--- config.mk ---
export PLATFORM = sky130hd
export DESIGN_NAME = i2c_master_transaction_top
export DESIGN_NICKNAME = d
export VERILOG_FILES = /design/src/rtl/core/i2cm_pkg.sv /design/src/rtl/core/i2cm_fifo.sv /design/src/rtl/core/i2cm_front.sv /design/src/rtl/core/i2cm_engine.sv /design/src/rtl/core/i2c_master_transaction_top.sv
export SDC_FILE = /design/constraint.sdc
export NUM_CORES = 1
export LEC_CHECK = 0
export ABC_AREA = 1
export BUFFER_PORTS_ARGS = -buffer_cell sky130_fd_sc_hd__buf_4
export CORE_MARGIN = 2
export CORE_UTILIZATION = 60
export DETAILED_ROUTE_END_ITERATION = 12
export PLACE_DENSITY = 0.8
export SLEW_MARGIN = 0
export SYNTH_ARGS = -nofsm -noshare
export SYNTH_HDL_FRONTEND = slang
export SYNTH_SLANG_ARGS = --single-unit
--- constraint.sdc ---
create_clock -name clk -period 3.9 [get_ports clk]
set_clock_uncertainty 0.2 [all_clocks]
set_input_delay 0.78 -clock clk [delete_from_list [all_inputs] [get_ports clk]]
set_output_delay 0.78 -clock clk [all_outputs]
set_load 0.01 [all_outputs]
--- src/rtl/core/i2cm_pkg.sv ---
// shared types, codes and defaults for the i2c master transaction block
`default_nettype none
package i2cm_pkg;

  localparam int unsigned COUNT_WIDTH_DEF = 16;
  localparam int unsigned BITS_PER_BYTE   = 8;
  localparam logic [7:0]  BYTE_MSB        = 8'h80;

  // request codes as seen on the input
  localparam logic [1:0] REQ_TICK  = 2'd0;
  localparam logic [1:0] REQ_WRITE = 2'd1;
  localparam logic [1:0] REQ_READ  = 2'd2;

  // classified commands handed to the engine
  localparam logic [1:0] CMD_TICK  = 2'd0;
  localparam logic [1:0] CMD_WRITE = 2'd1;
  localparam logic [1:0] CMD_READ  = 2'd2;

  // status codes
  localparam logic [1:0] ST_OK        = 2'd0;
  localparam logic [1:0] ST_ADDR_NACK = 2'd1;
  localparam logic [1:0] ST_DATA_NACK = 2'd2;

  typedef struct packed {
    logic [1:0]  req_type;
    logic [6:0]  slave_addr;
    logic [15:0] xfer_length;
    logic [7:0]  data_byte;
    logic        sda_in;
  } in_item_t;

  typedef struct packed {
    logic        scl_out;
    logic        sda_out;
    logic        busy_res;
    logic        data_taken;
    logic [7:0]  read_byte;
    logic        read_valid;
    logic        done_res;
    logic [1:0]  status;
    logic [15:0] nack_index;
  } out_item_t;

  typedef struct packed {
    logic [1:0]  cmd;
    logic [6:0]  addr;
    logic [15:0] len;
    logic [7:0]  data;
    logic        sda;
  } cmd_item_t;

endpackage
`default_nettype wire

--- src/rtl/core/i2cm_fifo.sv ---
// two-entry queue of packed words
`default_nettype none
module i2cm_fifo #(
  parameter int unsigned WIDTH = 8
) (
  input  wire logic             clk,
  input  wire logic             rst_n,
  input  wire logic             push,
  input  wire logic [WIDTH-1:0] wdata,
  output logic                  full,
  input  wire logic             pop,
  output logic [WIDTH-1:0]      rdata,
  output logic                  empty
);

  logic [WIDTH-1:0] mem_r [2];
  logic             wptr_r;
  logic             wptr_nxt;
  logic             rptr_r;
  logic             rptr_nxt;
  logic [1:0]       cnt_r;
  logic [1:0]       cnt_nxt;
  logic             push_ok;
  logic             pop_ok;

  assign full    = (cnt_r == 2'd2);
  assign empty   = (cnt_r == 2'd0);
  assign push_ok = push && !full;
  assign pop_ok  = pop && !empty;
  assign rdata   = mem_r[rptr_r];

  always_comb begin
    wptr_nxt = push_ok ? ~wptr_r : wptr_r;
    rptr_nxt = pop_ok ? ~rptr_r : rptr_r;
    cnt_nxt  = cnt_r + {1'b0, push_ok} - {1'b0, pop_ok};
  end

  always_ff @(posedge clk) begin
    if (push_ok) begin
      mem_r[wptr_r] <= wdata;
    end
  end

  always_ff @(posedge clk) begin
    if (!rst_n) begin
      wptr_r <= 1'b0;
      rptr_r <= 1'b0;
      cnt_r  <= 2'd0;
    end else begin
      wptr_r <= wptr_nxt;
      rptr_r <= rptr_nxt;
      cnt_r  <= cnt_nxt;
    end
  end

endmodule
`default_nettype wire

--- src/rtl/core/i2cm_front.sv ---
// input side: takes items, classifies the request and queues them for the engine
`default_nettype none
module i2cm_front
  import i2cm_pkg::*;
(
  input  wire logic      clk,
  input  wire logic      rst_n,
  input  wire logic      in_push,
  input  wire in_item_t  in_data,
  output logic           in_full,
  input  wire logic      cmd_pop,
  output cmd_item_t      cmd_item,
  output logic           cmd_empty
);

  cmd_item_t cls;
  logic [$bits(cmd_item_t)-1:0] q_rdata;

  always_comb begin
    cls.addr = in_data.slave_addr;
    cls.len  = in_data.xfer_length;
    cls.data = in_data.data_byte;
    cls.sda  = in_data.sda_in;
    case (in_data.req_type)
      REQ_WRITE: cls.cmd = CMD_WRITE;
      REQ_READ:  cls.cmd = CMD_READ;
      default:   cls.cmd = CMD_TICK;
    endcase
  end

  i2cm_fifo #(
    .WIDTH($bits(cmd_item_t))
  ) u_cmd_q (
    .clk  (clk),
    .rst_n(rst_n),
    .push (in_push),
    .wdata(cls),
    .full (in_full),
    .pop  (cmd_pop),
    .rdata(q_rdata),
    .empty(cmd_empty)
  );

  assign cmd_item = cmd_item_t'(q_rdata);

endmodule
`default_nettype wire

--- src/rtl/core/i2cm_engine.sv ---
// bus engine: prescaler, phase sequencer and line drive, one item per step
`default_nettype none
module i2cm_engine
  import i2cm_pkg::*;
#(
  parameter int unsigned COUNT_WIDTH = COUNT_WIDTH_DEF
) (
  input  wire logic        clk,
  input  wire logic        rst_n,
  input  wire logic        cfg_valid,
  output logic             cfg_ready,
  input  wire logic [15:0] cfg_data,
  input  wire cmd_item_t   cmd_item,
  input  wire logic        cmd_empty,
  output logic             cmd_pop,
  output out_item_t        res_item,
  input  wire logic        res_full,
  output logic             res_push
);

  localparam int unsigned CW = COUNT_WIDTH;

  localparam logic [3:0] PH_IDLE     = 4'd0;
  localparam logic [3:0] PH_START    = 4'd1;
  localparam logic [3:0] PH_ABIT     = 4'd2;
  localparam logic [3:0] PH_WBIT     = 4'd3;
  localparam logic [3:0] PH_ACK_ADDR = 4'd4;
  localparam logic [3:0] PH_ACK_DATA = 4'd5;
  localparam logic [3:0] PH_RBIT     = 4'd6;
  localparam logic [3:0] PH_MACK     = 4'd7;
  localparam logic [3:0] PH_STOP     = 4'd8;

  localparam logic [2:0] LAST_BIT = 3'(BITS_PER_BYTE - 1);

  logic [15:0]   div_r;
  logic [3:0]    phase_r, phase_nxt;
  logic [2:0]    qc_r, qc_nxt;
  logic [15:0]   pre_r, pre_nxt;
  logic [2:0]    bit_r, bit_nxt;
  logic [7:0]    shift_r, shift_nxt;
  logic [CW-1:0] bc_r, bc_nxt;
  logic [CW-1:0] len_r, len_nxt;
  logic          rd_r, rd_nxt;
  logic [1:0]    lines_r, lines_nxt;   // bit 1 scl, bit 0 sda

  logic          step;
  logic [15:0]   div_eff;
  logic          q_edge;
  logic [2:0]    c;
  logic [CW-1:0] bc_inc;
  logic          more_after;
  logic          taken, rvalid, done;
  logic [7:0]    rbyte;
  logic [1:0]    stat;
  logic [15:0]   nidx;

  assign cfg_ready = 1'b1;
  assign step      = !cmd_empty && !res_full;
  assign cmd_pop   = step;
  assign res_push  = step;

  assign div_eff    = (div_r == 16'd0) ? 16'd1 : div_r;
  assign q_edge     = ({1'b0, pre_r} + 17'd1) >= {1'b0, div_eff};
  assign c          = qc_r + 3'd1;
  assign bc_inc     = bc_r + CW'(1);
  assign more_after = ({1'b0, bc_r} + (CW+1)'(1)) < {1'b0, len_r};

  always_comb begin
    phase_nxt = phase_r;
    qc_nxt    = qc_r;
    pre_nxt   = pre_r;
    bit_nxt   = bit_r;
    shift_nxt = shift_r;
    bc_nxt    = bc_r;
    len_nxt   = len_r;
    rd_nxt    = rd_r;
    lines_nxt = lines_r;
    taken     = 1'b0;
    rvalid    = 1'b0;
    rbyte     = 8'd0;
    done      = 1'b0;
    stat      = ST_OK;
    nidx      = 16'd0;

    if (phase_r == PH_IDLE) begin
      if (cmd_item.cmd == CMD_WRITE || cmd_item.cmd == CMD_READ) begin
        rd_nxt    = (cmd_item.cmd == CMD_READ);
        len_nxt   = cmd_item.len[CW-1:0];
        bc_nxt    = '0;
        bit_nxt   = 3'd0;
        shift_nxt = {cmd_item.addr, (cmd_item.cmd == CMD_READ)};
        pre_nxt   = 16'd0;
        phase_nxt = PH_START;
        qc_nxt    = 3'd0;
        lines_nxt = 2'b10;
      end
    end else if (!q_edge) begin
      pre_nxt = pre_r + 16'd1;
    end else begin
      pre_nxt = 16'd0;
      qc_nxt  = c;
      case (phase_r)
        PH_START: begin
          if (c == 3'd2) begin
            lines_nxt[1] = 1'b0;
          end else if (c >= 3'd3) begin
            bit_nxt   = 3'd0;
            phase_nxt = PH_ABIT;
            qc_nxt    = 3'd0;
          end
        end
        PH_ABIT, PH_WBIT: begin
          if (c == 3'd1) begin
            lines_nxt = {1'b1, (shift_r & BYTE_MSB) != 8'd0};
          end else if (c == 3'd2) begin
            lines_nxt[1] = 1'b0;
          end else if (c >= 3'd3) begin
            shift_nxt = {shift_r[6:0], 1'b0};
            qc_nxt    = 3'd0;
            if (bit_r >= LAST_BIT) begin
              bit_nxt   = 3'd0;
              phase_nxt = (phase_r == PH_ABIT) ? PH_ACK_ADDR : PH_ACK_DATA;
              lines_nxt = 2'b11;
            end else begin
              bit_nxt = bit_r + 3'd1;
            end
          end
        end
        PH_ACK_ADDR, PH_ACK_DATA: begin
          if (c == 3'd2) begin
            shift_nxt    = {7'd0, cmd_item.sda};
            lines_nxt[1] = 1'b0;
          end else if (c >= 3'd3) begin
            qc_nxt = 3'd0;
            if (shift_r[0]) begin
              phase_nxt    = PH_STOP;
              shift_nxt    = {6'd0, (phase_r == PH_ACK_ADDR) ? ST_ADDR_NACK : ST_DATA_NACK};
              lines_nxt[0] = 1'b0;
            end else begin
              // a data ack counts the byte just sent before the length check
              if (phase_r == PH_ACK_DATA) begin
                bc_nxt = bc_inc;
              end
              if (((phase_r == PH_ACK_DATA) ? bc_inc : bc_r) >= len_r) begin
                phase_nxt    = PH_STOP;
                shift_nxt    = {6'd0, ST_OK};
                lines_nxt[0] = 1'b0;
              end else if (rd_r) begin
                bit_nxt      = 3'd0;
                phase_nxt    = PH_RBIT;
                lines_nxt[0] = 1'b1;
              end else begin
                shift_nxt = cmd_item.data;
                taken     = 1'b1;
                bit_nxt   = 3'd0;
                phase_nxt = PH_WBIT;
              end
            end
          end
        end
        PH_RBIT: begin
          if (c == 3'd2) begin
            lines_nxt[1] = 1'b1;
          end else if (c == 3'd4) begin
            shift_nxt    = {shift_r[6:0], cmd_item.sda};
            lines_nxt[1] = 1'b0;
            if (bit_r >= LAST_BIT) begin
              rvalid = 1'b1;
              rbyte  = {shift_r[6:0], cmd_item.sda};
            end
          end else if (c >= 3'd6) begin
            qc_nxt = 3'd0;
            if (bit_r >= LAST_BIT) begin
              bit_nxt   = 3'd0;
              phase_nxt = PH_MACK;
              // ack every byte but the last, which gets a nack
              lines_nxt = {1'b1, !more_after};
            end else begin
              bit_nxt      = bit_r + 3'd1;
              phase_nxt    = PH_RBIT;
              lines_nxt[0] = 1'b1;
            end
          end
        end
        PH_MACK: begin
          if (c == 3'd1) begin
            lines_nxt[1] = 1'b0;
          end else if (c >= 3'd2) begin
            bc_nxt = bc_inc;
            qc_nxt = 3'd0;
            if (bc_inc >= len_r) begin
              phase_nxt    = PH_STOP;
              shift_nxt    = {6'd0, ST_OK};
              lines_nxt[0] = 1'b0;
            end else begin
              phase_nxt    = PH_RBIT;
              lines_nxt[0] = 1'b1;
            end
          end
        end
        PH_STOP: begin
          if (c == 3'd1) begin
            lines_nxt[1] = 1'b1;
          end else if (c == 3'd3) begin
            lines_nxt[0] = 1'b1;
          end else if (c >= 3'd4) begin
            done      = 1'b1;
            stat      = shift_r[1:0];
            nidx      = (shift_r[1:0] == ST_DATA_NACK) ? 16'(bc_r) : 16'd0;
            phase_nxt = PH_IDLE;
            qc_nxt    = 3'd0;
            lines_nxt = 2'b11;
          end
        end
        default: begin
          phase_nxt = PH_IDLE;
          qc_nxt    = 3'd0;
          lines_nxt = 2'b11;
        end
      endcase
    end
  end

  always_comb begin
    res_item.scl_out    = lines_nxt[1];
    res_item.sda_out    = lines_nxt[0];
    res_item.busy_res   = (phase_nxt != PH_IDLE);
    res_item.data_taken = taken;
    res_item.read_byte  = rbyte;
    res_item.read_valid = rvalid;
    res_item.done_res   = done;
    res_item.status     = stat;
    res_item.nack_index = nidx;
  end

  always_ff @(posedge clk) begin
    if (!rst_n) begin
      div_r   <= 16'd1;
      phase_r <= PH_IDLE;
      qc_r    <= 3'd0;
      pre_r   <= 16'd0;
      bit_r   <= 3'd0;
      shift_r <= 8'd0;
      bc_r    <= '0;
      len_r   <= '0;
      rd_r    <= 1'b0;
      lines_r <= 2'b11;
    end else begin
      if (cfg_valid) begin
        div_r <= cfg_data;
      end
      if (step) begin
        phase_r <= phase_nxt;
        qc_r    <= qc_nxt;
        pre_r   <= pre_nxt;
        bit_r   <= bit_nxt;
        shift_r <= shift_nxt;
        bc_r    <= bc_nxt;
        len_r   <= len_nxt;
        rd_r    <= rd_nxt;
        lines_r <= lines_nxt;
      end
    end
  end

endmodule
`default_nettype wire

--- src/rtl/core/i2c_master_transaction_top.sv ---
// top level of the tick-driven i2c master transaction block
`default_nettype none
// Each input item is one tick of time carrying a request, the sampled SDA level
// and the next write byte; each item yields exactly one result item with the
// SCL/SDA drive levels and transfer status after that tick. Items are taken one
// per clock and results leave one per clock when both sides keep moving. The
// engine takes an item from the input queue and, in the same cycle, evaluates
// the whole tick combinationally and writes its result into the result queue,
// from which it can be popped; it holds only while the input queue is empty or
// the result queue is full. Requests that arrive while a transfer is running
// are ignored. The quantum divider is to be written through the cfg port only
// while no items are in flight; the block itself does not enforce this. A
// lowered divider ends a running quantum at once.
module i2c_master_transaction_top
  import i2cm_pkg::*;
#(
  parameter int unsigned COUNT_WIDTH = COUNT_WIDTH_DEF
) (
  input  wire logic        clk,
  input  wire logic        rst_n,
  input  wire logic        in_push,
  input  wire in_item_t    in_data,
  output logic             in_full,
  output logic             out_empty,
  input  wire logic        out_pop,
  output out_item_t        out_data,
  input  wire logic        cfg_valid,
  output logic             cfg_ready,
  input  wire logic [15:0] cfg_data
);

  cmd_item_t cmd_item;
  logic      cmd_empty;
  logic      cmd_pop;
  out_item_t res_item;
  logic      res_full;
  logic      res_push;
  logic [$bits(out_item_t)-1:0] out_rdata;

  i2cm_front u_front (
    .clk      (clk),
    .rst_n    (rst_n),
    .in_push  (in_push),
    .in_data  (in_data),
    .in_full  (in_full),
    .cmd_pop  (cmd_pop),
    .cmd_item (cmd_item),
    .cmd_empty(cmd_empty)
  );

  i2cm_engine #(
    .COUNT_WIDTH(COUNT_WIDTH)
  ) u_engine (
    .clk      (clk),
    .rst_n    (rst_n),
    .cfg_valid(cfg_valid),
    .cfg_ready(cfg_ready),
    .cfg_data (cfg_data),
    .cmd_item (cmd_item),
    .cmd_empty(cmd_empty),
    .cmd_pop  (cmd_pop),
    .res_item (res_item),
    .res_full (res_full),
    .res_push (res_push)
  );

  i2cm_fifo #(
    .WIDTH($bits(out_item_t))
  ) u_res_q (
    .clk  (clk),
    .rst_n(rst_n),
    .push (res_push),
    .wdata(res_item),
    .full (res_full),
    .pop  (out_pop),
    .rdata(out_rdata),
    .empty(out_empty)
  );

  assign out_data = out_item_t'(out_rdata);

endmodule
`default_nettype wire
==> results.py <==
metrics = {
    "status": {
        "status": "complete, no violations",
    },
    "sta": {
        "tightestPinTransition_ns": 0.998,
        "tns_ns": 0,
        "period_share": 0.950,
        "setup_violations": 0,
        "finalHoldViolCount": 0,
        "slew_viol_final": 0,
        "max_freq_mhz": 270,
        "slew_headroom": 0.334,
        "timing.hold.ws_ns": 0.259,
        "period_needed_ns": 3.70,
    },
    "power": {
        "powerDensity_nw_per_um2": 748,
        "vdd_drop_max_mv": 0.450,
        "p_total_w": 0.0106,
        "p_leak_nw": 6.21,
    },
    "critical_path": {
        "crit_family": "simple AND/OR/NAND/NOR gates",
        "cp.arrival_ns": 3.90,
        "max_stage_delay_ns": 0.36,
        "path_max_fanout": 16,
        "worstSetupPathType": "register to register",
        "slowest_stage": "dfxtp_2",
        "crit_required_ns": 4.10,
        "crit_buf_inv": 5,
        "start_kind": "register",
        "path_cells": "ha_1 > nand2_1 > inv_2 > nand2_2 > nor2_4 > inv_1 > nor2_4 > inv_1 > nor3_4 > xnor2_1 > inv_1 > ha_1 > nand2_1 > nor2_2 > nand4_1 > nor2_2 > nor2_4 > nand4_4 > nand4_4 > clkbuf_16 > a21oi_1 > nor2_1",
        "end_kind": "register",
    },
    "yosys": {
        "synth_edf_count": 132,
        "synth_top_family_by_area": "simple AND/OR/NAND/NOR gates",
        "netlist_top_cells_area": "edfxtp_1, dfxtp_1, nand2_1, ha_1, inv_1",
        "syn-mean-instance-area_um2": 8.46,
        "syn_area_um2": 12100,
        "syn_inst": 1429,
        "yosysMostFrequentCell": "nand2_1",
        "yosysUniqueCellTypes": 52,
        "yosys_register_bits": 227,
        "syn_nets": 1545,
        "synth_mux_area_frac": 0.0323,
        "ys_warn_count": 0,
        "synthXorXnorAreaFrac": 0.0145,
        "synth_top_area_cell": "edfxtp_1",
        "netlist.area_leader.share": 0.328,
        "async_flop_share": 0,
        "synthFlopType": "edfxtp_1",
        "synth_compound_area_frac": 0.118,
        "synth_common_cells": "nand2_1, inv_1, edfxtp_1",
        "ys_seq_area_frac": 0.485,
        "synthAdderAreaFrac": 0.0631,
        "synth_simple_gate_area_frac": 0.210,
    },
    "finish": {
        "diodes": 0,
        "nFillCells": 1491,
        "areaGrowthSynthToFinish_pct": 17.1,
        "multi_input_area_um2": 5460,
        "nets": 1653,
        "area.sequential_um2": 5880,
        "drive_gt1_frac": 0.175,
        "final_cells": 1818,
    },
    "clock_network": {
        "clockBufferDepth": 3,
        "tritoncts": "yes",
        "htreeDepth": 1,
        "cts-buffers-inserted": 23,
        "clock_latency_ns": 0.51,
        "clkTransAtPathRegs_ns": 0.06,
        "root_buffer": "clkbuf_16",
        "clkSinkCount": 227,
        "cts_hold_buf": 0,
    },
    "route": {
        "wl_per_cell_um": 16.4,
        "vias_per_cell": 5.53,
        "drc": 0,
        "drtIter0Drc": 833,
        "drt_wl_total_um": 29900,
        "ant_nets": 0,
        "dr.pass1.iters": 6,
        "num_vias": 10000,
    },
    "place": {
        "dp_hpwl_um": 20900,
        "dp_cells": 1764,
        "gp_congestion": 0.989,
        "port_buffers": 88,
    },
    "floorplanning": {
        "core-area_um2": 19600,
        "die_area_um2": 21300,
        "ios": 90,
        "die_w_um": 146,
        "fp.dieH_um": 146,
        "start_util": 0.617,
        "rows": 51,
    },
    "job": {
        "cap_violations": 0,
    },
    "global_routing": {
        "grt_pass1_wl_um": 47000,
        "grtUsageTotal": 0.271,
        "first_global_vias": 9256,
        "antenna_found_initial": 0,
        "grt_start_max_net_pins": 56,
        "grt_overflow_total": 0,
    },
    "worst_hold_path": {
        "hold_class": "input port to register",
    },
}
-- sequential cells by signal (all words and copies together) (netlist names), named ones only --
| register | cells |
|---|---|
| u_res_q.cnt_r | 2 |
| u_front.u_cmd_q.mem_r | 68 |
| u_engine.bit_r | 3 |
| u_res_q.wptr_r | 1 |
| u_res_q.mem_r | 64 |
| u_engine.shift_r | 8 |
| u_engine.lines_r | 2 |
| u_engine.qc_r | 3 |
| u_engine.rd_r | 1 |
| u_engine.len_r | 16 |
| u_front.u_cmd_q.cnt_r | 2 |
| u_engine.phase_r | 4 |
| u_engine.bc_r | 16 |
| u_engine.pre_r | 16 |
| u_res_q.rptr_r | 1 |
| u_front.u_cmd_q.rptr_r | 1 |
| u_engine.div_r | 16 |
| u_front.u_cmd_q.wptr_r | 1 |
-- cell usage in the layout, fill, tap and decap left out, types with 4 or more instances in the layout --
cell type / count
buf_4: 124
nand2_2: 6
clkinv_1: 5
nand4_4: 4
o211ai_1: 10
o21ai_0: 84
nand4_1: 17
nor4_1: 6
a31oi_1: 17
clkinvlp_4: 5
xor2_1: 14
xnor2_1: 4
nor3_1: 11
nor2_2: 13
mux2_2: 32
inv_2: 11
clkinv_2: 6
o21a_1: 6
clkbuf_16: 25
nor2_1: 114
o21bai_1: 6
o21ai_1: 7
nor2_4: 9
ha_1: 59
nand2_1: 328
nand3_1: 54
inv_1: 178
clkbuf_1: 5
dfxtp_1: 86
dfxtp_2: 6
a21oi_1: 118
edfxtp_1: 132
-- logic make-up after synthesis --
kind of cell | count (synthesis)
other | 1
buffers and inverters | 240
AND/OR/NAND/NOR | 583
multiplexers | 35
AO/OA/AOI/OAI | 262
adder cells (fa/ha/maj) | 61
flip-flops | 227
XOR/XNOR | 20
-- cell type report --
type                       count  share of cell area
clock inverter                13             0.00795
tap                          265              0.0234
timing repair inverter         2             0.00106
clock buffer                  28              0.0420
multi-input combinational    962               0.385
sequential                   227               0.415
inverter                     192              0.0514
timing repair buffer         129              0.0735
-- routing by layer --
metal	vias to the layer above	global-route usage	share of wire
li1	4986	-	-
met1	4666	0.401	0.46
met2	355	0.426	0.45
met3	40	0.0411	0.072
met4	0	0.0578	0.018
met5	-	0	0
-- metrics by stage --
| stage | instance area [um2] | setup WS (ns) | utilization |
|---|---|---|---|
| 5_1_grt | 14200 | -0.0332 | 0.723 |
| 4_1_cts | 13900 | 0.0214 | 0.707 |
| 6_report | 14200 | 0.196 | 0.723 |
| 3_5_place_dp | 13100 | 0.00677 | 0.670 |
| 2_1_floorplan | 12100 | 0.364 | - |
| 3_3_place_gp | 13100 | 0.0775 | 0.670 |
-- final timing paths --
kind | startpoint | end | slack, ns | cells after the start
worst min-delay path | in_data[5] | u_front.u_cmd_q.mem_r[1][5]$_DFFE_PP_ | 0.26 | 1
worst max-delay path | u_engine.pre_r[0]$_SDFFE_PN0P_ | u_engine.bc_r[11]$_SDFFE_PN0P_ | 0.20 | 22
worst max register to register | u_engine.pre_r[0]$_SDFFE_PN0P_ | u_engine.bc_r[11]$_SDFFE_PN0P_ | 0.20 | 22
worst min register to register | u_front.u_cmd_q.rptr_r$_SDFFE_PN0P_ | register | 0.27 | 1
-- worst reg2reg max path: cells and delay by family, from the launching register on --
| kind | cells | cell delay (ns) |
|---|---|---|
| adder cells (fa/ha/maj) | 2 | 0.49 |
| AND/OR/NAND/NOR | 13 | 1.65 |
| XOR/XNOR | 1 | 0.13 |
| flip-flops | 1 | 0.36 |
| buffers and inverters | 5 | 0.57 |
| AO/OA/AOI/OAI | 1 | 0.21 |
-- where the power goes --
| group | internal [W] | total, W | switching [W] |
|---|---|---|---|
| clock | 0.00121 | 0.00211 | 0.000894 |
| combinational | 0.00185 | 0.00501 | 0.00316 |
| sequential | 0.00318 | 0.00348 | 0.000304 |
| total | 0.00624 | 0.0106 | 0.00436 |
-- what timing repair did --
action,4_1_cts,5_1_grt
gates cloned,0,4
endpoints found under the setup margin,26,113
pin swaps,0,9
gates resized for setup,2,52
buffers inserted,1,8
(Power assumes the default switching activity.)
